File: src/rtl/lrn_pkg.sv
// Shared types, constants and lookup functions for the LCD row number renderer.
// Used by the front, queue, back and top-level modules; depends on nothing else.
package lrn_pkg;

  localparam int unsigned DisplayRamWordsDefault = 32;
  localparam int unsigned QueueDepth             = 4;

  localparam int unsigned AddrW  = 5;
  localparam int unsigned NibW   = 4;
  localparam int unsigned ValueW = 20;

  // Reciprocal of ten scaled by 2^23, exact for all 20-bit values.
  localparam logic [19:0] RecipTen   = 20'd838861;
  localparam int unsigned RecipShift = 23;

  localparam logic [1:0] RowNone = 2'd0;
  localparam logic [1:0] Row1    = 2'd1;
  localparam logic [1:0] Row2    = 2'd2;
  localparam logic [1:0] Row3    = 2'd3;

  localparam logic [1:0] PointNone = 2'd0;
  localparam logic [1:0] Point1    = 2'd1;
  localparam logic [1:0] Point2    = 2'd2;
  localparam logic [1:0] Point3    = 2'd3;

  localparam logic [2:0] SegLast     = 3'd6;
  localparam logic [2:0] SegWordLast = 3'd2;

  typedef enum logic [1:0] {
    F_IDLE,
    F_DIGIT,
    F_POINT
  } front_state_e;

  typedef enum logic [1:0] {
    B_IDLE,
    B_READ,
    B_EMIT
  } back_state_e;

  typedef enum logic {
    K_DIGIT,
    K_POINT
  } entry_kind_e;

  // One queued job: a whole digit place or a single decimal point.
  typedef struct packed {
    entry_kind_e      kind;
    logic [AddrW-1:0] addr;   // digit base word, or point word
    logic [6:0]       code;   // segments A..G in bits 0..6
    logic [1:0]       pbit;   // point bit inside its word
    logic             last;   // final job of the item
  } entry_t;

  function automatic logic [6:0] seg_code(input logic [3:0] digit);
    logic [6:0] c;
    case (digit)
      4'd0:    c = 7'h3F;
      4'd1:    c = 7'h06;
      4'd2:    c = 7'h5B;
      4'd3:    c = 7'h4F;
      4'd4:    c = 7'h66;
      4'd5:    c = 7'h6D;
      4'd6:    c = 7'h7D;
      4'd7:    c = 7'h07;
      4'd8:    c = 7'h7F;
      4'd9:    c = 7'h6F;
      default: c = 7'h00;
    endcase
    return c;
  endfunction

  function automatic logic seg_word_off(input logic [2:0] seg);
    return (seg >= 3'd3);
  endfunction

  function automatic logic [1:0] seg_bit(input logic [2:0] seg);
    logic [1:0] b;
    case (seg)
      3'd0:    b = 2'd0;
      3'd1:    b = 2'd1;
      3'd2:    b = 2'd2;
      3'd3:    b = 2'd3;
      3'd4:    b = 2'd2;
      3'd5:    b = 2'd0;
      3'd6:    b = 2'd1;
      default: b = 2'd0;
    endcase
    return b;
  endfunction

  function automatic logic [AddrW-1:0] point_word(input logic [1:0] row, input logic [1:0] pos);
    logic [AddrW-1:0] w;
    case ({row, pos})
      {Row1, Point1}: w = 5'd26;
      {Row1, Point2}: w = 5'd23;
      {Row1, Point3}: w = 5'd22;
      {Row2, Point1}: w = 5'd16;
      {Row2, Point2}: w = 5'd14;
      {Row2, Point3}: w = 5'd12;
      {Row3, Point1}: w = 5'd4;
      {Row3, Point2}: w = 5'd2;
      {Row3, Point3}: w = 5'd0;
      default:        w = 5'd0;
    endcase
    return w;
  endfunction

  function automatic logic [1:0] point_bit(input logic [1:0] row, input logic [1:0] pos);
    logic [1:0] b;
    case ({row, pos})
      {Row1, Point2}: b = 2'd2;
      default:        b = 2'd3;
    endcase
    return b;
  endfunction

endpackage

File: src/rtl/lrn_back.sv
// Back end: runs queued jobs against the shadow display memory, one segment
// write per beat, and drives the result output register. Uses lrn_pkg.
module lrn_back #(
  parameter int unsigned DISPLAY_RAM_WORDS = lrn_pkg::DisplayRamWordsDefault
) (
  input  logic                      clk_i,
  input  logic                      rst_ni,
  input  logic                      job_valid_i,
  output logic                      job_pop_o,
  input  lrn_pkg::entry_t           job_i,
  output logic                      out_valid_o,
  input  logic                      out_ready_i,
  output logic [lrn_pkg::AddrW-1:0] ram_address_o,
  output logic [lrn_pkg::NibW-1:0]  ram_nibble_o,
  output logic                      last_write_o
);
  import lrn_pkg::*;

  localparam int unsigned IdxW = $clog2(DISPLAY_RAM_WORDS);

  back_state_e state_q, state_d;

  logic [NibW-1:0]          mem [DISPLAY_RAM_WORDS];
  logic [DISPLAY_RAM_WORDS-1:0] valid_q;
  logic [NibW-1:0]          rdata_q;
  logic                     rvalid_q;

  entry_t                   ent_q;
  logic [2:0]               seg_q;
  logic [NibW-1:0]          nib_q;
  logic                     fresh_q;

  logic                     out_valid_q;
  logic [AddrW-1:0]         out_addr_q;
  logic [NibW-1:0]          out_nib_q;
  logic                     out_last_q;

  logic                     is_point;
  logic [AddrW-1:0]         word_addr;
  logic [IdxW-1:0]          word_idx;
  logic [1:0]               bit_sel;
  logic [NibW-1:0]          mask;
  logic                     seg_on;
  logic [NibW-1:0]          cur_nib;
  logic [NibW-1:0]          new_nib;
  logic                     out_free;
  logic                     emit;
  logic                     item_done;
  logic                     word_done;
  logic                     pop;

  assign is_point  = (ent_q.kind == K_POINT);
  assign word_addr = is_point ? ent_q.addr : ent_q.addr + AddrW'(seg_word_off(seg_q));
  assign word_idx  = IdxW'(word_addr);
  assign bit_sel   = is_point ? ent_q.pbit : seg_bit(seg_q);
  assign mask      = NibW'(1) << bit_sel;
  assign seg_on    = is_point ? 1'b1 : ent_q.code[seg_q];
  // Never-written words read as the reset value.
  assign cur_nib   = fresh_q ? (rvalid_q ? rdata_q : '0) : nib_q;
  assign new_nib   = seg_on ? (cur_nib | mask) : (cur_nib & ~mask);
  assign out_free  = !out_valid_q || out_ready_i;

  always_comb begin
    emit      = 1'b0;
    item_done = 1'b0;
    word_done = 1'b0;
    pop       = 1'b0;
    case (state_q)
      B_IDLE: begin
        pop = job_valid_i;
      end
      B_EMIT: begin
        emit      = out_free;
        item_done = out_free && (is_point || seg_q == SegLast);
        word_done = out_free && !is_point && seg_q == SegWordLast;
        pop       = item_done && job_valid_i;
      end
      default: begin
        pop = 1'b0;
      end
    endcase
  end

  always_comb begin
    state_d = state_q;
    case (state_q)
      B_IDLE: begin
        if (job_valid_i) state_d = B_READ;
      end
      B_READ: begin
        state_d = B_EMIT;
      end
      B_EMIT: begin
        if (item_done) begin
          state_d = job_valid_i ? B_READ : B_IDLE;
        end else if (word_done) begin
          state_d = B_READ;
        end
      end
      default: state_d = B_IDLE;
    endcase
  end

  assign job_pop_o     = pop;
  assign out_valid_o   = out_valid_q;
  assign ram_address_o = out_addr_q;
  assign ram_nibble_o  = out_nib_q;
  assign last_write_o  = out_last_q;

  always_ff @(posedge clk_i or negedge rst_ni) begin
    if (!rst_ni) begin
      state_q     <= B_IDLE;
      out_valid_q <= 1'b0;
      valid_q     <= '0;
      fresh_q     <= 1'b0;
    end else begin
      state_q <= state_d;
      if (emit) begin
        out_valid_q       <= 1'b1;
        valid_q[word_idx] <= 1'b1;
      end else if (out_ready_i) begin
        out_valid_q <= 1'b0;
      end
      if (state_q == B_READ) begin
        fresh_q <= 1'b1;
      end else if (emit) begin
        fresh_q <= 1'b0;
      end
    end
  end

  always_ff @(posedge clk_i) begin
    if (pop) begin
      ent_q <= job_i;
      seg_q <= '0;
    end else if (emit && !item_done) begin
      seg_q <= seg_q + 3'd1;
    end
    if (emit) begin
      nib_q      <= new_nib;
      out_addr_q <= word_addr;
      out_nib_q  <= new_nib;
      out_last_q <= ent_q.last && item_done;
    end
  end

  // Shadow display memory: one read port, one write port, registered read.
  always_ff @(posedge clk_i) begin
    if (state_q == B_READ) begin
      rdata_q  <= mem[word_idx];
      rvalid_q <= valid_q[word_idx];
    end
    if (emit) mem[word_idx] <= new_nib;
  end

endmodule

File: config.mk
export PLATFORM = sky130hd
export DESIGN_NAME = lrn_back
export DESIGN_NICKNAME = d
export VERILOG_FILES = /design/src/rtl/lrn_pkg.sv /design/src/rtl/lrn_back.sv
export SDC_FILE = /design/constraint.sdc
export NUM_CORES = 1
export LEC_CHECK = 0
export BUFFER_PORTS_ARGS = -buffer_cell sky130_fd_sc_hd__buf_2
export CAP_MARGIN = 10
export CORE_ASPECT_RATIO = 0.5
export CORE_UTILIZATION = 60
export CTS_CLUSTER_DIAMETER = 80
export DETAILED_ROUTE_END_ITERATION = 12
export PLACE_DENSITY_LB_ADDON = 0.05
export SYNTH_ARGS = -nofsm -noshare
export SYNTH_HDL_FRONTEND = slang
export SYNTH_SLANG_ARGS = --single-unit
File: constraint.sdc
create_clock -name clk_i -period 4.13 [get_ports clk_i]
set_input_delay 0.6195 -clock clk_i [delete_from_list [all_inputs] [get_ports clk_i]]
set_output_delay 0.6195 -clock clk_i [all_outputs]
set_load 0.02 [all_outputs]
; ---- Word level (Yosys, flattened, before mapping)
; Memory sizes are Yosys's and may differ from the RTL's. A register that Yosys moved wholly into a read port is not among the register bits.
; Cells that the tools add are included.
[totals]
memories = 1
ramBits = 128
ff_bits = 66
[memory_table]
columns = memory, words, word_bits, rd, rd_ports_with_merged_regs, wr, line_no
row1 = mem, 32, 4, 1, 1, 1, lrn_back.sv:23  ; logic [NibW-1:0] mem [DISPLAY_RAM_WORDS];
[classes]
n_lt_le_gt_ge = 4
n_mux = 28
bitwise = 4
add_sub_neg = 2
n_eq_ne = 9
n_reduce_logical = 18
shift = 1
[ops]
columns = cell, count
row1 = bitwise OR 32 bit, 1
row2 = two-way mux 1 bit, 14
row3 = two-way mux 4 bit, 3
row4 = case mux 2 bit (3 select lines), 2
row5 = two-way mux 2 bit, 4
row6 = logical AND 1 bit, 7
row7 = "equality test 3 x 2 -> 1 bit, second input constant", 2
row8 = "equality test 3 bit, second input constant", 2
row9 = "less-than comparator 5 x 6 -> 1 bit, second input constant", 1
row10 = adder 5 x 1 -> 5 bit, 1
row11 = binary-select mux 1 bit (select 5 bit), 1
row12 = demux 1 bit (select 5 bit), 1
row13 = ">= comparator 5 x 1 -> 1 bit, second input constant", 1
row14 = two-way mux 5 bit, 1
row15 = AND 4 bit, 1
row16 = "less-than comparator 3 x 4 -> 1 bit, second input constant", 1
row17 = NOT 4 bit, 1
row18 = bitwise OR 4 bit, 1
row19 = nonzero test 2 bit, 2
row20 = OR reduction 2 bit, 2
row21 = "<< shifter 1 x 2 -> 4 bit, first input constant", 1
row22 = "adder 3 x 1 -> 3 bit, second input constant", 1
row23 = binary-select mux 1 bit (select 3 bit), 1
row24 = "equality test 3 x 1 -> 1 bit, second input constant", 1
row25 = 10 further kinds, 13

; ---- Logic depth before layout (Yosys ltp)
[logic_depth]
ltp_word = 8
ltp_mapped = 13
depth_no_buf = 12

; ---- Least setup slack after synthesis
; No wires, ideal clock.
[synth_timing]
path_type = register to output
start = register seg_q[0]
end = output job_pop_o
setup_slack_ns = 0.629
path_buffers = 0
path_stages_with_launch = 7
arrival_time_ns = 2.882
cell_sequence = dfxtp_1 inv_1 ha_1 and2_1 nor2_1 o21ai_0 nor3b_1
[synth_via]
elab_chain_len = 5
[synth_rtl]
columns = element, line_no
row1 = "start, declared", lrn_back.sv:29  ; logic [2:0] seg_q;
row2 = "start signal, assigned", lrn_back.sv:137  ; seg_q <= seg_q + 3'd1;
row3 = equality test 3 bit, lrn_back.sv:74  ; item_done = out_free && (is_point || seg_q == SegLast);
row4 = logical OR 1 bit, lrn_back.sv:74
row5 = logical AND 1 bit, lrn_back.sv:74
row6 = logical AND 1 bit, lrn_back.sv:76  ; pop = item_done && job_valid_i;
row7 = case mux 1 bit (2 select lines), lrn_back.sv:68  ; case (state_q)
row8 = "end, declared", lrn_back.sv:9  ; output logic job_pop_o,
; No other way between the ends.

; ---- Worst setup path in the final report
[layout_timing]
start = register seg_q[0]
end = register rdata_q[3], read port of mem (data pin)
[layout_via]
elab_chain_len = 3
[layout_rtl]
columns = element, line_no
row1 = >= comparator 3 x 2 -> 1 bit, lrn_pkg.sv:74  ; return (seg >= 3'd3);
row2 = adder 5 x 1 -> 5 bit, lrn_back.sv:53  ; assign word_addr = is_point ? ent_q.addr : ent_q.addr + AddrW'(seg_word_off(seg_q));
row3 = two-way mux 5 bit, lrn_back.sv:53
row4 = "end, declared", lrn_back.sv:25  ; logic [NibW-1:0] rdata_q;
; No other way between the ends.
; A chain may end at the register's enable or synchronous reset.

==> results list <==
- Violation count after the first detailed-route iteration: 577
- In the routed design, unresolved DRC markers number 0.
- In this run the worst path has a maximum fanout of 10.
- The longest clock path from root to sink contains 2 buffers.
- Routed vias: 4918
- Avg Inst Size Synth: 15.7 sq um
- The die covers 0.0143 sq mm.
- Combinational cells account for 27.2% of the total power.
- Yosys mapped a number of flops with a built-in enable equal to 159.
- Unique cell type count in the Yosys netlist: 49
- The clock arrives with 0.0132 ns of skew.
- The flow ran to the end, and the final reports show no timing, DRC or antenna violations.
- The worst register-to-register path has a depth of 10.
- The initialized floorplan defines 29 standard-cell rows.
- Initial DRT Pass Iterations: 5
- Slack of the worst reg-to-reg path: 0.42 ns
* Total nets after synthesis: 554
- Port buffer count: 31
- The via count of the first global-routing pass was 4884.
* Worst-Margin Slew: 0.911 ns
- After clock tree synthesis, the flow added hold-fix buffers numbering 0.
- The congestion estimate from routability-driven global placement came to 0.862.
- Before CTS, the worst setup slack after placement is 0.462 ns.
* Antenna violation net count after detailed routing: 0
- Max-slew violations: 0
* Via/cell ratio: 6.51
- Clock tree synthesis found a total of 198 sinks.
* Core region area: 0.0130 sq mm
- Of the synthesized area, sequential elements account for 69.4%.
- The synthesized design contains 198 register bits.
- Maximum frequency from static timing analysis: 0.270 GHz
* Critical path endpoint category: flop
- Critical Path Start: seg_q[0]
* Clock root buffer: clkbuf_16
- Primary FF master, synth: edfxtp_1
- Internal power comes to 4.27 mW.
- Net switching is 32.8% of the power.
* Classification of the worst-slack hold path: in -> async
* Maxcap violations: 0
* GRT Total Usage: 28.4%
- Floorplan die width: 168 microns
- Clock slew at reported path FFs: 0.08 ns
- Number of cells upsized or downsized after cts: 0
- After global routing the overflow that remains totals 0.
* I/O pin total: 32
* Share of total power in sequential cells: 46.1%
- Number of H-tree branching levels: 4
* Later-pin clock latency in the skew report: 0.44 ns
- Overall Power: 6.35 mW
* Fraction of registers with async set/reset: 18.2%
* Final hold violation count: 0
- Crit path arrival time: 3.88 ns
- The worst setup path is of the reg -> reg kind.
- Antenna violations before repair: 0
* Highest ir drop seen on vdd: 0.384 mV
* Final count of negative-setup-slack endpoints: 0
- Global-route wire length before repair: 28600 microns
- Yosys printed 0 warnings.
- The net count of the finished layout is 599.
* Worst slew margin relative to its limit: 39.3%
* Final cycle utilization of the critical path: 89.8%
* Area after DPL: 0.00871 sq mm
- Leakage: 3.33 nW
- Reg2reg end: rdata_q[3]
* Accumulated negative setup slack: 0 ns
- Dividing total power by cell area gives a power density of 680 mW/mm^2.
* Start of the worst register-to-register path: seg_q[0]
- Largest net degree at the start of global routing: 37
- Post-route cell area: 0.00934 sq mm
* Die height: 85.0 microns
- Period minus WS final: 3.71 ns
- Synthesized netlist cell count: 527
- Net switching power: 2.08 mW
* Crit path launch type: flop
- Mean routed wirelength per cell: 24.5 microns
- Required time reported for the critical path endpoint: 4.30 ns
* Minimum hold slack: 0.294 ns
* Worst Setup Slack, final: 0.420 ns
* TritonCTS buffer count: 17
- Of the cells placed in the final design, the portion with a size suffix greater than 1 is 21.7%.
- Synthesis-to-layout area growth: 13.0%
* Number of buffers added for setup after CTS: 0
* Total detailed-routing wirelength: 18500 microns
- The cell area that synthesis handed to floorplanning was 0.00826 sq mm.
- Unrepaired setup endpoints after global routing: no
- Effective utilization at floorplan: 63.4%
- Number of antenna repair diodes: 0
- TritonCTS clock tree: built
- HPWL Detailed: 12600 microns
- Clock network fraction of total power: 26.8%
==> through the flow <==
stage	utilization, %	cells
2_1_floorplan	-	527
3_3_place_gp	66.9	723
3_5_place_dp	66.9	723
4_1_cts	71.7	755
5_1_grt	71.7	755
6_report	71.7	755
==> critical path, cell delays in order (launching register included) <==
cell and delay (ns):
dfxtp_1 0.37, ha_1 0.23, ha_1 0.21, nor2_1 0.08
o21ai_0 0.11, ha_1 0.38, mux2i_4 0.55, buf_4 0.30
mux4_1 0.62, a22oi_1 0.42, nand4_1 0.16
==> power by group through the flow <==
stage / registers, mW / clock network (mW) / logic [mW]
global placement: 2.96 / 0 / 1.70
finish: 2.93 / 1.70 / 1.72
detailed placement: 2.96 / 0 / 1.72
floorplan: 2.94 / 0 / 1.06
global route: 2.96 / 1.79 / 1.86
CTS: 2.92 / 1.72 / 1.72
==> Yosys cell counts (3+ instances only) <==
master,count,area (sq um)
nand3_1,9,45.0
a2bb2oi_1,3,26.3
a22oi_1,20,150
or2_2,9,56.3
o32a_1,3,30.0
nor2b_1,6,37.5
or2_1,4,25.0
buf_2,10,50.1
mux2i_1,5,50.1
mux4_2,27,608
nor2_1,39,146
inv_1,23,86.3
ha_1,7,87.6
buf_6,3,33.8
buf_1,3,11.3
edfxtp_1,159,4770
clkbuf_1,7,26.3
nand4_1,5,31.3
xor2_1,3,26.3
o21bai_1,20,150
dfxtp_1,3,60.1
o21ai_0,43,215
nand2b_1,6,37.5
nand2_1,13,48.8
mux4_1,4,105
nor3b_1,3,22.5
a21oi_1,9,45.0
dfrtp_1,36,901
o2bb2ai_1,4,35.0
o2111ai_1,10,87.6
==> per-layer routing <==
layer / vias up / track usage, % / share of wire (%) / wire, microns
li1: 2149 / - / - / -
met1: 2472 / 42.3 / 45 / 8270
met2: 276 / 41.1 / 43 / 7950
met3: 21 / 8.30 / 11 / 2020
met4: 0 / 8.26 / 1.2 / 216
met5: - / 0 / 0 / 0
==> worst max path at each step <==
stage / to / slack (ns) / cells past startpoint
CTS: rdata_q[3] / 0.46 / 10
floorplan: job_pop_o / 0.63 / 6
global route: rdata_q[3] / 0.23 / 10
global placement: rdata_q[3] / 0.52 / 10
detailed placement: rdata_q[3] / 0.46 / 10
finish: rdata_q[3] / 0.42 / 10
==> sequential cells by signal, indices dropped and copies added, names as in the netlist <==
name,flops
seg_q,3
state_q,2
ram_nibble_o,4
mem,128
is_point,1
rdata_q,4
fresh_q,1
valid_q,32
out_valid_o,1
last_write_o,1
ent_q,15
ram_address_o,5
rvalid_q,1
==> placed cells by master, fill, tap and decap left out, types with 4 or more instances in the layout <==
cell type and instances:
mux2i_1 5, o2bb2ai_1 4, buf_2 31, mux4_2 27
nand2_1 13, o21bai_1 20, nor2_1 39, a21oi_1 9
o2111ai_1 10, ha_1 7, dfrtp_1 36, mux4_1 4
nand4_1 5, nand2b_1 6, inv_8 4, buf_4 18
o21ai_0 43, nand3_1 9, or2_2 9, edfxtp_1 159
nor2b_1 6, inv_1 23, inv_6 4, a22oi_1 20
or2_1 4, clkbuf_16 17, clkinv_8 5
==> cell families after synthesis <==
family	count (synthesis)	synth area share, %
muxes	37	9.51
adders and majority gates	7	1.06
and+or+nand+nor	105	6.51
xor gates and xnor gates	4	0.424
DFF	198	69.4
AOI/OAI and AO/OA	128	10.4
buffers and inverters	48	2.70
==> cell type report <==
| class | instances | area [sq um] |
|---|---|---|
| flip-flops and latches | 198 | 5740 |
| fillers | 846 | 3690 |
| repair buffers | 51 | 330 |
| multi-input cells | 281 | 2350 |
| inverters | 23 | 86.3 |
| clock buffers | 17 | 425 |
| clock inverters | 15 | 199 |
| well taps | 170 | 213 |
(Power assumes the default switching activity.)
