[src/rtl/lrn_pkg.sv]
// Shared types, constants and lookup functions for the LCD row number renderer.
// Used by the front, queue, back and top-level modules; depends on nothing else.
package lrn_pkg;

  localparam int unsigned DisplayRamWordsDefault = 32;
  localparam int unsigned QueueDepth             = 4;

  localparam int unsigned AddrW  = 5;
  localparam int unsigned NibW   = 4;
  localparam int unsigned ValueW = 20;

  // Reciprocal of ten scaled by 2^23, exact for all 20-bit values.
  localparam logic [19:0] RecipTen   = 20'd838861;
  localparam int unsigned RecipShift = 23;

  localparam logic [1:0] RowNone = 2'd0;
  localparam logic [1:0] Row1    = 2'd1;
  localparam logic [1:0] Row2    = 2'd2;
  localparam logic [1:0] Row3    = 2'd3;

  localparam logic [1:0] PointNone = 2'd0;
  localparam logic [1:0] Point1    = 2'd1;
  localparam logic [1:0] Point2    = 2'd2;
  localparam logic [1:0] Point3    = 2'd3;

  localparam logic [2:0] SegLast     = 3'd6;
  localparam logic [2:0] SegWordLast = 3'd2;

  typedef enum logic [1:0] {
    F_IDLE,
    F_DIGIT,
    F_POINT
  } front_state_e;

  typedef enum logic [1:0] {
    B_IDLE,
    B_READ,
    B_EMIT
  } back_state_e;

  typedef enum logic {
    K_DIGIT,
    K_POINT
  } entry_kind_e;

  // One queued job: a whole digit place or a single decimal point.
  typedef struct packed {
    entry_kind_e      kind;
    logic [AddrW-1:0] addr;   // digit base word, or point word
    logic [6:0]       code;   // segments A..G in bits 0..6
    logic [1:0]       pbit;   // point bit inside its word
    logic             last;   // final job of the item
  } entry_t;

  function automatic logic [6:0] seg_code(input logic [3:0] digit);
    logic [6:0] c;
    case (digit)
      4'd0:    c = 7'h3F;
      4'd1:    c = 7'h06;
      4'd2:    c = 7'h5B;
      4'd3:    c = 7'h4F;
      4'd4:    c = 7'h66;
      4'd5:    c = 7'h6D;
      4'd6:    c = 7'h7D;
      4'd7:    c = 7'h07;
      4'd8:    c = 7'h7F;
      4'd9:    c = 7'h6F;
      default: c = 7'h00;
    endcase
    return c;
  endfunction

  function automatic logic seg_word_off(input logic [2:0] seg);
    return (seg >= 3'd3);
  endfunction

  function automatic logic [1:0] seg_bit(input logic [2:0] seg);
    logic [1:0] b;
    case (seg)
      3'd0:    b = 2'd0;
      3'd1:    b = 2'd1;
      3'd2:    b = 2'd2;
      3'd3:    b = 2'd3;
      3'd4:    b = 2'd2;
      3'd5:    b = 2'd0;
      3'd6:    b = 2'd1;
      default: b = 2'd0;
    endcase
    return b;
  endfunction

  function automatic logic [AddrW-1:0] point_word(input logic [1:0] row, input logic [1:0] pos);
    logic [AddrW-1:0] w;
    case ({row, pos})
      {Row1, Point1}: w = 5'd26;
      {Row1, Point2}: w = 5'd23;
      {Row1, Point3}: w = 5'd22;
      {Row2, Point1}: w = 5'd16;
      {Row2, Point2}: w = 5'd14;
      {Row2, Point3}: w = 5'd12;
      {Row3, Point1}: w = 5'd4;
      {Row3, Point2}: w = 5'd2;
      {Row3, Point3}: w = 5'd0;
      default:        w = 5'd0;
    endcase
    return w;
  endfunction

  function automatic logic [1:0] point_bit(input logic [1:0] row, input logic [1:0] pos);
    logic [1:0] b;
    case ({row, pos})
      {Row1, Point2}: b = 2'd2;
      default:        b = 2'd3;
    endcase
    return b;
  endfunction

endpackage

[src/rtl/lrn_queue.sv]
// Short job queue between the front end and the back end.
// Holds lrn_pkg::entry_t jobs; depth comes from lrn_pkg.
module lrn_queue (
  input  logic            clk_i,
  input  logic            rst_ni,
  input  logic            push_valid_i,
  output logic            push_ready_o,
  input  lrn_pkg::entry_t push_data_i,
  output logic            pop_valid_o,
  input  logic            pop_i,
  output lrn_pkg::entry_t pop_data_o
);
  import lrn_pkg::*;

  localparam int unsigned PtrW = $clog2(QueueDepth);
  localparam int unsigned CntW = $clog2(QueueDepth + 1);

  entry_t          slots_q [QueueDepth];
  logic [PtrW-1:0] wr_ptr_q;
  logic [PtrW-1:0] rd_ptr_q;
  logic [CntW-1:0] count_q;
  logic            do_push;
  logic            do_pop;

  assign push_ready_o = (count_q != CntW'(QueueDepth));
  assign pop_valid_o  = (count_q != '0);
  assign pop_data_o   = slots_q[rd_ptr_q];
  assign do_push      = push_valid_i && push_ready_o;
  assign do_pop       = pop_i && pop_valid_o;

  always_ff @(posedge clk_i or negedge rst_ni) begin
    if (!rst_ni) begin
      wr_ptr_q <= '0;
      rd_ptr_q <= '0;
      count_q  <= '0;
    end else begin
      if (do_push) wr_ptr_q <= wr_ptr_q + PtrW'(1);
      if (do_pop)  rd_ptr_q <= rd_ptr_q + PtrW'(1);
      case ({do_push, do_pop})
        2'b10:   count_q <= count_q + CntW'(1);
        2'b01:   count_q <= count_q - CntW'(1);
        default: count_q <= count_q;
      endcase
    end
  end

  always_ff @(posedge clk_i) begin
    if (do_push) slots_q[wr_ptr_q] <= push_data_i;
  end

endmodule

[config.mk]
export PLATFORM = sky130hd
export DESIGN_NAME = lrn_queue
export DESIGN_NICKNAME = d
export VERILOG_FILES = /design/src/rtl/lrn_pkg.sv /design/src/rtl/lrn_queue.sv
export SDC_FILE = /design/constraint.sdc
export NUM_CORES = 1
export LEC_CHECK = 0
export BUFFER_PORTS_ARGS = -buffer_cell sky130_fd_sc_hd__buf_2
export CORE_MARGIN = 2
export CORE_UTILIZATION = 60
export CTS_BUF_LIST = sky130_fd_sc_hd__clkbuf_16
export DETAILED_ROUTE_END_ITERATION = 7
export HOLD_SLACK_MARGIN = 0.06
export MAX_ROUTING_LAYER = met4
export PLACE_DENSITY_LB_ADDON = 0.05
export SLEW_MARGIN = 20
export SYNTH_ARGS = -nofsm -noshare
export SYNTH_HDL_FRONTEND = slang
export SYNTH_SLANG_ARGS = --single-unit
export TNS_END_PERCENT = 30
[constraint.sdc]
create_clock -name clk_i -period 4.6 [get_ports clk_i]
set_input_delay 0.23 -clock clk_i [delete_from_list [all_inputs] [get_ports clk_i]]
set_output_delay 0.23 -clock clk_i [all_outputs]
set_load 0.02 [all_outputs]
---- After elaboration in Yosys (flattened, before gate mapping) ----
Memories as Yosys holds them, arrays and structs flattened.
Cells that the tools add are included.
word-level totals
  bits in registers ....................... 7
  RAM bits ................................ 64
  input bits .............................. 20
  output and inout bits ................... 18
  logic and storage cells ................. 18
  memories ................................ 1
operators by class
  $add $sub $neg .......................... 4
  eq/ne operators ......................... 3
  mux-type cells .......................... 3
  reductions and logical operators ........ 4
memory list
  memory   depth  bits a word  rd ports  clocked after Yosys merged registers in  wr ports  line             source
  slots_q  4      16           1         0                                        1         lrn_queue.sv:18  entry_t slots_q [QueueDepth];
operator list
  cell                                                                    count
  3-bit one-hot mux with 2 select lines                                   1
  2-bit by 1-bit adder with 2-bit output (second input constant)          2
  3-bit by 1-bit adder with 3-bit output (second input constant)          1
  3-bit != test (second input constant)                                   1
  3-bit nonzero test                                                      1
  3-bit by 1-bit subtractor with 3-bit output (second input constant)     1
  2-bit by 1-bit equality test with 1-bit output (second input constant)  1
  2-bit equality test (second input constant)                             1
  1-bit logical AND                                                       2
  1-bit two-way mux                                                       2
  2-bit nonzero test                                                      1

---- Depth between registers and ports, before layout ----
Gate-level depths: netlist of the first run.
  word-level depth ........................ 4
  gate-level depth with buffers ........... 9
  mapped depth without buffers ............ 9

---- Least setup slack after synthesis of the first run ----
OpenSTA, ideal clock, no wires.
  path kind ............................... reg2reg
  start ................................... register count_q[0]
  end ..................................... register count_q[2]
  library setup time ...................... 0.079 ns
  data arrival time ....................... 2.029 ns
  data required time ...................... 4.521 ns
  slack ................................... 2.492 ns
  cell stages (with the launch flop) ...... 10
  path buffers ............................ 0
  period minus slack after synthesis ...... 2.108 ns
  cell sequence ........................... dfrtp_1 -> or3b_4 -> and2_4 -> inv_1 -> ha_1 -> inv_1 -> fa_1 -> xor2_1 -> nor2_1 -> xor2_1
on the way
  word-level cells in the longest chain between the ends .. 4
  elaborated cells on any way between the ends .. 10
  those cells by class .................... add/sub: 2; eq/ne: 3; mux: 1; reduce/logical: 4
ends and longest elaborated chain
  element                                                                                       line             source
  from (decl)                                                                                   lrn_queue.sv:21  logic [CntW-1:0] count_q;
  from (signal assigned)                                                                        lrn_queue.sv:40  2'b10: count_q <= count_q + CntW'(1);
  from (signal assigned)                                                                        lrn_queue.sv:41  2'b01: count_q <= count_q - CntW'(1);
  from (signal assigned)                                                                        lrn_queue.sv:42  default: count_q <= count_q;
  3-bit != test *                                                                               lrn_queue.sv:25  assign push_ready_o = (count_q != CntW'(QueueDepth));
  via push_ready_o                                                                              lrn_queue.sv:7   output logic push_ready_o,
  1-bit logical AND *                                                                           lrn_queue.sv:28  assign do_push = push_valid_i && push_ready_o;
  2-bit by 1-bit equality test with 1-bit output / 2-bit equality test (equally long branches)  lrn_queue.sv:39  case ({do_push, do_pop})
  3-bit one-hot mux with 2 select lines / 2-bit nonzero test (equally long branches)            -
Mark *: on every way through the listed nets, which the timed path passes. The rest lies on a longest branch.
A chain may end at the register's enable or synchronous reset.

---- Worst setup path after layout of the first run ----
  start ................................... register count_q[0]
  end ..................................... register count_q[2]
on the way
  word-level cells in the longest chain between the ends .. 4
  elaborated cells on any way between the ends .. 10
  those cells by class .................... add/sub: 2; eq/ne: 3; mux: 1; reduce/logical: 4
ends and longest elaborated chain
  element                                                                                       line
  3-bit != test / 3-bit nonzero test (equally long branches)                                    lrn_queue.sv:25, lrn_queue.sv:26
  1-bit logical AND (on tied branches)                                                          lrn_queue.sv:28, lrn_queue.sv:29
  2-bit by 1-bit equality test with 1-bit output / 2-bit equality test (equally long branches)  lrn_queue.sv:39
  3-bit one-hot mux with 2 select lines / 2-bit nonzero test (equally long branches)            -
Parallel ways exist; a longest one is shown, timed or not.

==> results.json, run 1 <==
{
  "outcome": "complete, no violations",
  "portBuffers": 37,
  "syn_avg_cell_area_sq_um": 22.6,
  "setup_viol": 0,
  "wirelength_um": 4510,
  "dp_cells": 206,
  "whs_endpoint": "slots_q[2][8]$_DFFE_PP_",
  "cp_slowest_stage_delay_ns": 0.42,
  "endpoint_kind": "flop",
  "vias": 1274,
  "cp.arrival_ns": 2.45,
  "drt_iter0_drc": 93,
  "hold_depth": 1,
  "grt_usage_pct": 20.2,
  "cts_buffers": 9,
  "grt_overflow": 0,
  "fin_total_pwr_mw": 2.30,
  "postRouteAntennaNets": 0,
  "hp-start": "push_data_i[8]",
  "cp_cell_sequence": "or3b_4, and2_4, inv_1, ha_1, inv_1, fa_1, xor2_1, nor2_1, xor2_1",
  "syn-cell-area_sq_um": 2740,
  "cts_root_buffer": "clkbuf_16",
  "synth_top_area_cell": "edfxtp_1",
  "placedInstanceArea_sq_um": 2970,
  "cts_max_level": 3,
  "final.setup_skew_ns": 0.00774,
  "maxCapViolCount": 0,
  "viasPerCell": 5.71,
  "final_nets": 192,
  "leakage_nw": 1.21,
  "area_delta_synth_final_pct": 19.7,
  "core-area_sq_um": 4380,
  "ys_ff_latch": 71,
  "reg2reg_depth": 9,
  "fin_crit_sh_pct": 47.8,
  "antenna_cells": 0,
  "ys_warn_count": 0,
  "io_pins": 38,
  "layout-drive-gt1-share_pct": 46.2,
  "critPathKind": "flop to flop",
  "tns_ns": 0,
  "gp_congestion": 0.707,
  "fp.dieW_um": 71.5,
  "cts_tree": "done",
  "synthDistinctLibCells": 20,
  "antenna_found_initial": 0,
  "wire_per_inst_um": 20.2,
  "final_area_sq_um": 3280,
  "fmax_mhz": 455,
  "p_per_area_nw_per_um2": 704,
  "clkTransAtPathRegs_ns": 0.06,
  "hold_viol": 0,
  "yosysSeqAreaShare_pct": 76.6,
  "crit_path_start_kind": "flop",
  "vdd.ir_drop.worst_v": 0.000480,
  "critPathMaxFanout": 6,
  "die_h_um": 71.5,
  "max_slew_margin_pct": 52.2,
  "core.rowCount": 24,
  "whs_ns": 0.110,
  "drc_errors": 0,
  "synth_area_leaders": "edfxtp_1 (70%), mux4_2 (13%), dfrtp_1 (6.4%), ha_1 (2.3%), and3_2 (1.1%)",
  "grt_max_degree": 19,
  "mostFrequentLayoutCells": "edfxtp_1 (64), buf_2 (37), mux4_2 (16)",
  "r2r_start": "count_q[0]$_DFFE_PN0P_",
  "final_common_cell": "edfxtp_1",
  "post_cts_buffers": 0,
  "r2r_slack_ns": 2.40,
  "synthCells": 121,
  "cp_slowest_cell": "dfrtp_1",
  "cts_buffer_depth": 2,
  "required_ns": 4.85,
  "synthesis.nets": 147,
  "rsz0062_at_grt": "no",
  "crit_family": "simple AND/OR/NAND/NOR gates",
  "drt_pre_antenna_iters": 4,
  "grt_pass1_vias": 1396,
  "tightest_slew_ns": 0.717,
  "crit_buf_inv": 2,
  "fin_cells": 223,
  "initial_utilization_pct": 62.4,
  "dieArea_sq_um": 5120,
  "r2r-end": "count_q[2]$_DFFE_PN0P_",
  "hp-class": "input pin to flop",
  "slew_violations": 0,
  "yosys.area.top_type_share_pct": 70.2,
  "post-route-min-period_ns": 2.20,
  "clock_latency_ns": 0.33,
  "clock-sinks": 71,
  "hpwl_um": 2880,
  "grt_pass1_wl_um": 7000
}
## worst reg2reg max path, stage by stage, from the launching register on
cell     delay, ns
dfrtp_1       0.42
or3b_4        0.43
and2_4        0.19
inv_1         0.05
ha_1          0.18
inv_1         0.06
fa_1          0.38
xor2_1        0.15
nor2_1        0.11
xor2_1        0.16
## how the worst max path moves through the flow
| stage | slack [ns] | end | cells past startpoint | startpoint |
|---|---|---|---|---|
| after global routing | 2.29 | count_q[2]$_DFFE_PN0P_ | 9 | count_q[0]$_DFFE_PN0P_ |
| after detailed placement | 2.38 | count_q[2]$_DFFE_PN0P_ | 9 | count_q[0]$_DFFE_PN0P_ |
| after CTS | 2.13 | pop_data_o[10] | 2 | rd_ptr_q[0]$_DFFE_PN0P_ |
| final | 2.40 | count_q[2]$_DFFE_PN0P_ | 9 | count_q[0]$_DFFE_PN0P_ |
| after global placement | 2.48 | pop_data_o[6] | 2 | rd_ptr_q[0]$_DFFE_PN0P_ |
| after floorplan | 2.49 | count_q[2]$_DFFE_PN0P_ | 9 | count_q[0]$_DFFE_PN0P_ |
## cell usage after synthesis
cell      count
or3_2         1
edfxtp_1     64
inv_1         6
buf_4         1
buf_2         2
xnor2_1       3
mux2i_1       1
and3_2        4
ha_1          5
mux4_2       16
clkbuf_1      1
mux2_4        1
fa_1          1
xor2_1        3
nor2_1        1
or3b_4        1
nand2_1       1
dfrtp_1       7
and2_4        1
o31a_2        1
## state kept, by name, summed over array words and instances (netlist names)
signal    flops
count_q       3
rd_ptr_q      2
slots_q      64
wr_ptr_q      2
## stage by stage
stage | setup slack [ns] | util [%]
after floorplan | 2.49 | -
after global placement | 2.48 | 67.6
after detailed placement | 2.38 | 67.6
after CTS | 2.13 | 74.7
after global routing | 2.29 | 74.7
final | 2.40 | 74.7
## timing repair
action                                 in CTS  in global routing
setup endpoints to repair                   0                  0
hold buffers                                1                  0
endpoints found under the hold margin       7                  0
resized for setup                           0                  0
## layer usage
| metal | vias to the layer above | part of all wire, % | track usage, % |
|---|---|---|---|
| li1 | 578 | - | - |
| met1 | 643 | 38 | 22.6 |
| met2 | 38 | 55 | 33.3 |
| met3 | 15 | 4.4 | 5.06 |
| met4 | 0 | 3.0 | 11.1 |
| met5 | - | 0 | - |
## cell type report
cell class | count | area (sq um)
Fill cell | 267 | 1110
Sequential cell | 71 | 2100
Tap cell | 52 | 65.1
Timing Repair Buffer | 38 | 195
Clock buffer | 9 | 225
Clock inverter | 7 | 73.8
Inverter | 6 | 22.5
Multi-Input combinational cell | 40 | 596
## logic make-up after synthesis
logic type	after synthesis	share of synthesized area, %
AOI/OAI and AO/OA	1	0.366
xor gates and xnor gates	6	1.92
adders and majority gates	6	3.02
buffers and inverters	10	1.60
DFF	71	76.6
muxes	18	14.1
and+or+nand+nor	9	2.38
## report_power, final
| group | internal, mW | total, mW | leakage, nW | switching (mW) |
|---|---|---|---|---|
| Sequential | 0.865 | 0.989 | 0.667 | 0.124 |
| Clock | 0.420 | 0.679 | 0.145 | 0.260 |
| Combinational | 0.299 | 0.636 | 0.395 | 0.337 |
Power figures use the tool's default switching activity.
==> inputs of run 2 (changes only) <==
--- a/config.mk
+++ b/config.mk
@@ -7,7 +7,7 @@
 export LEC_CHECK = 0
 export BUFFER_PORTS_ARGS = -buffer_cell sky130_fd_sc_hd__buf_2
 export CORE_MARGIN = 2
-export CORE_UTILIZATION = 60
+export CORE_UTILIZATION = 56
 export CTS_BUF_LIST = sky130_fd_sc_hd__clkbuf_16
 export DETAILED_ROUTE_END_ITERATION = 7
 export HOLD_SLACK_MARGIN = 0.06
==> constraint.sdc (replaced) <==
create_clock -name clk_i -period 2.2 [get_ports clk_i]
set_input_delay 0.11 -clock clk_i [delete_from_list [all_inputs] [get_ports clk_i]]
set_output_delay 0.11 -clock clk_i [all_outputs]
set_load 0.02 [all_outputs]
==> run 2 against run 1 <==
Net effect: largest power group unchanged; non-clock buffer count up 22; maximum frequency is 4.4% higher; clock power rose by 97%; setup slack got worse by 2.3 ns; wire length decreased by 1.6%; global-route usage shrank 0.46 points; die area is 6.7% higher; first-iteration DRC count is 27% lower; critical endpoint unchanged; final cell count is 17% higher; register-to-register slack lost 2.3 ns.
==> results.json, run 2 (synthesis gave the netlist of run 1 again) <==
{
  "outcome": "complete, no violations",
  "slew_violations": 0,
  "crit_path_start_kind": "flop",
  "regMostFlops": "slots_q",
  "core.rowCount": 25,
  "cp_slowest_cell": "or3b_4",
  "top_regs": "slots_q x64, count_q x3",
  "endpoint_kind": "flop",
  "cts_max_level": 3,
  "required_ns": 2.45,
  "maxCapViolCount": 0,
  "cp_slowest_stage_delay_ns": 0.43,
  "leakage_nw": 1.31,
  "final_nets": 214,
  "area_delta_synth_final_pct": 27.8,
  "grt_usage_pct": 19.7,
  "fin_crit_sh_pct": 95.8,
  "drt_pre_antenna_iters": 4,
  "cts_buffer_depth": 2,
  "register_area_sq_um": 2100,
  "postRouteAntennaNets": 0,
  "tns_ns": 0,
  "multi_input_area_sq_um": 601,
  "post-route-min-period_ns": 2.11,
  "largest_reg_flops": 64,
  "portBuffers": 37,
  "core-area_sq_um": 4720,
  "wirelength_um": 4430,
  "cts_root_buffer": "clkbuf_16",
  "vdd.ir_drop.worst_v": 0.000886,
  "drt_iter0_drc": 68,
  "hp-class": "input pin to async pin",
  "wl_met2_um": 2310,
  "critPathKind": "flop to flop",
  "cp_cell_sequence": "or3b_4, and2_4, inv_1, ha_2, inv_1, fa_2, xor2_1, nor2_1, xor2_1",
  "fmax_mhz": 475,
  "wire_per_inst_um": 17.0,
  "fin_total_pwr_mw": 4.86,
  "highest_layer": "met4",
  "grt_overflow": 0,
  "mostFrequentLayoutCells": "edfxtp_1 (64), buf_2 (37), dlygate4sd3_1 (17)",
  "whs_ns": 0.154,
  "final.setup_skew_ns": 0.00294,
  "antenna_found_initial": 0,
  "cts_buffers": 9,
  "r2r_slack_ns": 0.09,
  "die_h_um": 73.9,
  "p_per_area_nw_per_um2": 1390,
  "hold_viol": 0,
  "final_common_cell": "edfxtp_1",
  "io_pins": 38,
  "crit_buf_inv": 2,
  "dieArea_sq_um": 5460,
  "clock_latency_ns": 0.32,
  "final_util_pct": 74.1,
  "gp_congestion": 0.701,
  "met3WireLength_um": 123,
  "cp.arrival_ns": 2.35,
  "dp_cells": 224,
  "layout-drive-gt1-share_pct": 43.0,
  "cts_tree": "done",
  "clkTransAtPathRegs_ns": 0.05,
  "fp.dieW_um": 73.9,
  "grt_max_degree": 17,
  "met1Wirelength_um": 1900,
  "vias": 1328,
  "grt_pass1_vias": 1478,
  "grt_pass1_wl_um": 7070,
  "clock-sinks": 71,
  "viasPerCell": 5.11,
  "tightest_slew_ns": 0.473,
  "drc_errors": 0,
  "initial_utilization_pct": 57.9,
  "setup_viol": 0,
  "hpwl_um": 2750,
  "antenna_cells": 0,
  "fillers": 294,
  "max_slew_margin_pct": 68.4,
  "critPathMaxFanout": 6,
  "crit_family": "simple AND/OR/NAND/NOR gates",
  "fin_cells": 260
}
[run 2: report_power, final]
part           internal [mW]  leakage [nW]  switching (mW)
registers               1.81         0.668           0.131
clock network          0.857         0.149           0.481
logic                  0.736         0.493           0.847
total                   3.40          1.31            1.46
[run 2: final timing paths]
path	from	to	cells past startpoint
hold / removal	rst_ni	wr_ptr_q[0]$_DFFE_PN0P_	2
min in group clk_i	pop_i	rd_ptr_q[0]$_DFFE_PN0P_	3
setup / recovery	count_q[0]$_DFFE_PN0P_	count_q[2]$_DFFE_PN0P_	9
max in group asynchronous	rst_ni	rd_ptr_q[0]$_DFFE_PN0P_	2
hold reg to reg	count_q[2]$_DFFE_PN0P_	count_q[2]$_DFFE_PN0P_	2
setup reg to reg	count_q[0]$_DFFE_PN0P_	count_q[2]$_DFFE_PN0P_	9
[run 2: repair_timing]
action,4_1_cts,5_1_grt
endpoints found under the hold margin,71,0
gates resized for setup,0,2
setup buffers,0,3
endpoints found under the setup margin,0,1
hold buffers,17,0
[run 2: cell type report]
cell class	count	share of cell area [%]
Multi-Input combinational cell	40	17.2
Clock buffer	9	6.44
Tap cell	67	2.40
Clock inverter	7	1.61
Inverter	6	0.644
Timing Repair Buffer	60	11.8
Sequential cell	71	59.9
[run 2: metrics by stage]
step	setup WS [ns]	instance area (sq um)
after detailed placement	0.0277	3020
final	0.0932	3500
after global routing	-0.0138	3500
after floorplan	0.0920	2740
after CTS	0.0228	3470
after global placement	0.103	3020
[run 2: routing by layer]
layer / up-vias / global-route usage (%)
li1: 620 / -
met1: 672 / 22.2
met2: 28 / 31.2
met3: 8 / 4.80
met4: 0 / 13.3
met5: - / -
==> inputs of run 3 (changes only) <==
--- a/config.mk
+++ b/config.mk
@@ -6,6 +6,7 @@
 export NUM_CORES = 1
 export LEC_CHECK = 0
 export BUFFER_PORTS_ARGS = -buffer_cell sky130_fd_sc_hd__buf_2
+export CORE_ASPECT_RATIO = 0.5
 export CORE_MARGIN = 2
 export CORE_UTILIZATION = 56
 export CTS_BUF_LIST = sky130_fd_sc_hd__clkbuf_16
==> run 3 against run 2 <==
Net effect: register-to-register slack improved by 0.03 ns; maximum frequency is 1.5% higher; design area down 1.0%; count of clock-buffer cells in the layout did not move; combinational power is essentially flat; final cell count unchanged; critical endpoint unchanged; largest power group unchanged.
==> results.json, run 3 (synthesis gave the netlist of run 1 again) <==
{
  "outcome": "complete, no violations",
  "vdd.ir_drop.worst_v": 0.000764,
  "power_frac_clock_pct": 25.6,
  "endpoint_kind": "flop",
  "core-area_sq_um": 4550,
  "p_per_area_nw_per_um2": 1360,
  "initial_utilization_pct": 60.1,
  "r2r_start": "count_q[0]$_DFFE_PN0P_",
  "grt_pass1_wl_um": 7060,
  "fin_crit_sh_pct": 94.3,
  "fp.dieW_um": 103,
  "clock-sinks": 71,
  "grt_overflow": 0,
  "cts_root_buffer": "clkbuf_16",
  "cp.arrival_ns": 2.32,
  "regMostFlops": "slots_q",
  "drc_errors": 0,
  "drt_iter0_drc": 52,
  "cts_max_level": 3,
  "final_common_cell": "edfxtp_1",
  "portBuffers": 37,
  "crit_path_start_kind": "flop",
  "viasPerCell": 5.07,
  "area_delta_synth_final_pct": 26.6,
  "fmax_mhz": 482,
  "grt_usage_pct": 19.6,
  "final.setup_skew_ns": 0.00359,
  "switching_share_pct": 30.7,
  "gp_congestion": 0.756,
  "cts_buffers": 9,
  "wire_per_inst_um": 17.1,
  "core.rowCount": 17,
  "post-route-min-period_ns": 2.08,
  "top_regs": "slots_q x64, count_q x3",
  "critPathMaxFanout": 4,
  "required_ns": 2.44,
  "wirelength_um": 4450,
  "largest_reg_flops": 64,
  "whs_ns": 0.161,
  "leakage_nw": 1.30,
  "antenna_found_initial": 0,
  "worstSetupStartpoint": "count_q[0]$_DFFE_PN0P_",
  "max_slew_margin_pct": 69.4,
  "power.internal_mw": 3.27,
  "clock_latency_ns": 0.32,
  "tightest_slew_ns": 0.459,
  "drt_pre_antenna_iters": 4,
  "mostFrequentLayoutCells": "edfxtp_1 (64), buf_2 (37), dlygate4sd3_1 (17)",
  "layout-drive-gt1-share_pct": 41.8,
  "critPathKind": "flop to flop",
  "hpwl_um": 2580,
  "combPwrFrac_pct": 34.1,
  "setup_viol": 0,
  "slew_violations": 0,
  "antenna_cells": 0,
  "maxCapViolCount": 0,
  "final_nets": 215,
  "rsz0062_at_grt": "no",
  "clkTransAtPathRegs_ns": 0.05,
  "cts_buffer_depth": 2,
  "p_seq_share_pct": 40.3,
  "p_sw_mw": 1.44,
  "hp-class": "input pin to async pin",
  "fillers": 279,
  "grt_max_degree": 17,
  "die_h_um": 53.4,
  "io_pins": 38,
  "cts_tree": "done",
  "dieArea_sq_um": 5500,
  "vias": 1319,
  "postRouteAntennaNets": 0,
  "grt_pass1_vias": 1407,
  "tns_ns": 0,
  "hold_viol": 0
}
==> run 3: final timing paths <==
path,depth (start not counted),slack [ns],to
hold reg to reg,1,0.48,rd_ptr_q[1]$_DFFE_PN0P_
setup / recovery,9,0.12,count_q[2]$_DFFE_PN0P_
hold / removal,2,0.16,count_q[2]$_DFFE_PN0P_
setup reg to reg,9,0.12,count_q[2]$_DFFE_PN0P_
min in group clk_i,3,0.16,wr_ptr_q[0]$_DFFE_PN0P_
max in group asynchronous,2,1.87,rd_ptr_q[0]$_DFFE_PN0P_
==> run 3: routing by layer <==
| metal | up-vias | GRT usage [%] | part of all wire, % |
|---|---|---|---|
| met5 | - | - | 0 |
| met4 | 0 | 4.61 | 0 |
| met3 | 0 | 8.45 | 3.6 |
| met2 | 27 | 31.2 | 50 |
| met1 | 669 | 23.7 | 47 |
| li1 | 623 | - | - |
==> run 3: cell type report <==
class | instances | area [sq um] | share of cell area, %
sequential | 71 | 2100 | 60.5
timing repair buffer | 61 | 408 | 11.8
inverter | 6 | 22.5 | 0.650
tap | 66 | 82.6 | 2.38
clock buffer | 9 | 225 | 6.50
clock inverter | 7 | 27.5 | 0.795
multi-input combinational | 40 | 601 | 17.3
==> run 3: worst max-delay path, stage by stage, from the launching register on <==
cell and delay [ns]:
dfrtp_1 0.37, or3b_4 0.42, and2_4 0.18, inv_1 0.06, ha_2 0.18, inv_1 0.05, fa_2 0.33, xor2_1 0.14
nor2_1 0.12, xor2_1 0.15
==> run 3: what timing repair did <==
| action | in CTS | in global routing |
|---|---|---|
| endpoints found under the hold margin | 71 | 0 |
| endpoints found under the setup margin | 0 | 1 |
| hold buffers | 17 | 0 |
| gates resized for setup | 0 | 2 |
| setup buffers | 0 | 3 |
==> run 3: metrics by stage <==
step / utilization, % / instance area (sq um) / setup slack [ns] / instances / power, mW
after floorplan: - / 2740 / 0.0920 / 121 / 3.03
after global placement: 66.2 / 3010 / 0.102 / 224 / 3.45
after CTS: 75.5 / 3440 / 0.0471 / 257 / 4.72
final: 76.1 / 3460 / 0.125 / 260 / 4.71
after global routing: 76.1 / 3460 / 0.0238 / 260 / 4.97
after detailed placement: 66.2 / 3010 / 0.0590 / 224 / 3.48
==> run 3: power by group through the flow <==
| stage | sequential [mW] | combinational [mW] | clock (mW) |
|---|---|---|---|
| floorplan | 1.90 | 1.13 | 0 |
| global placement | 1.91 | 1.54 | 0 |
| detailed placement | 1.93 | 1.55 | 0 |
| CTS | 1.91 | 1.58 | 1.24 |
| global route | 1.93 | 1.75 | 1.30 |
| finish | 1.90 | 1.61 | 1.21 |
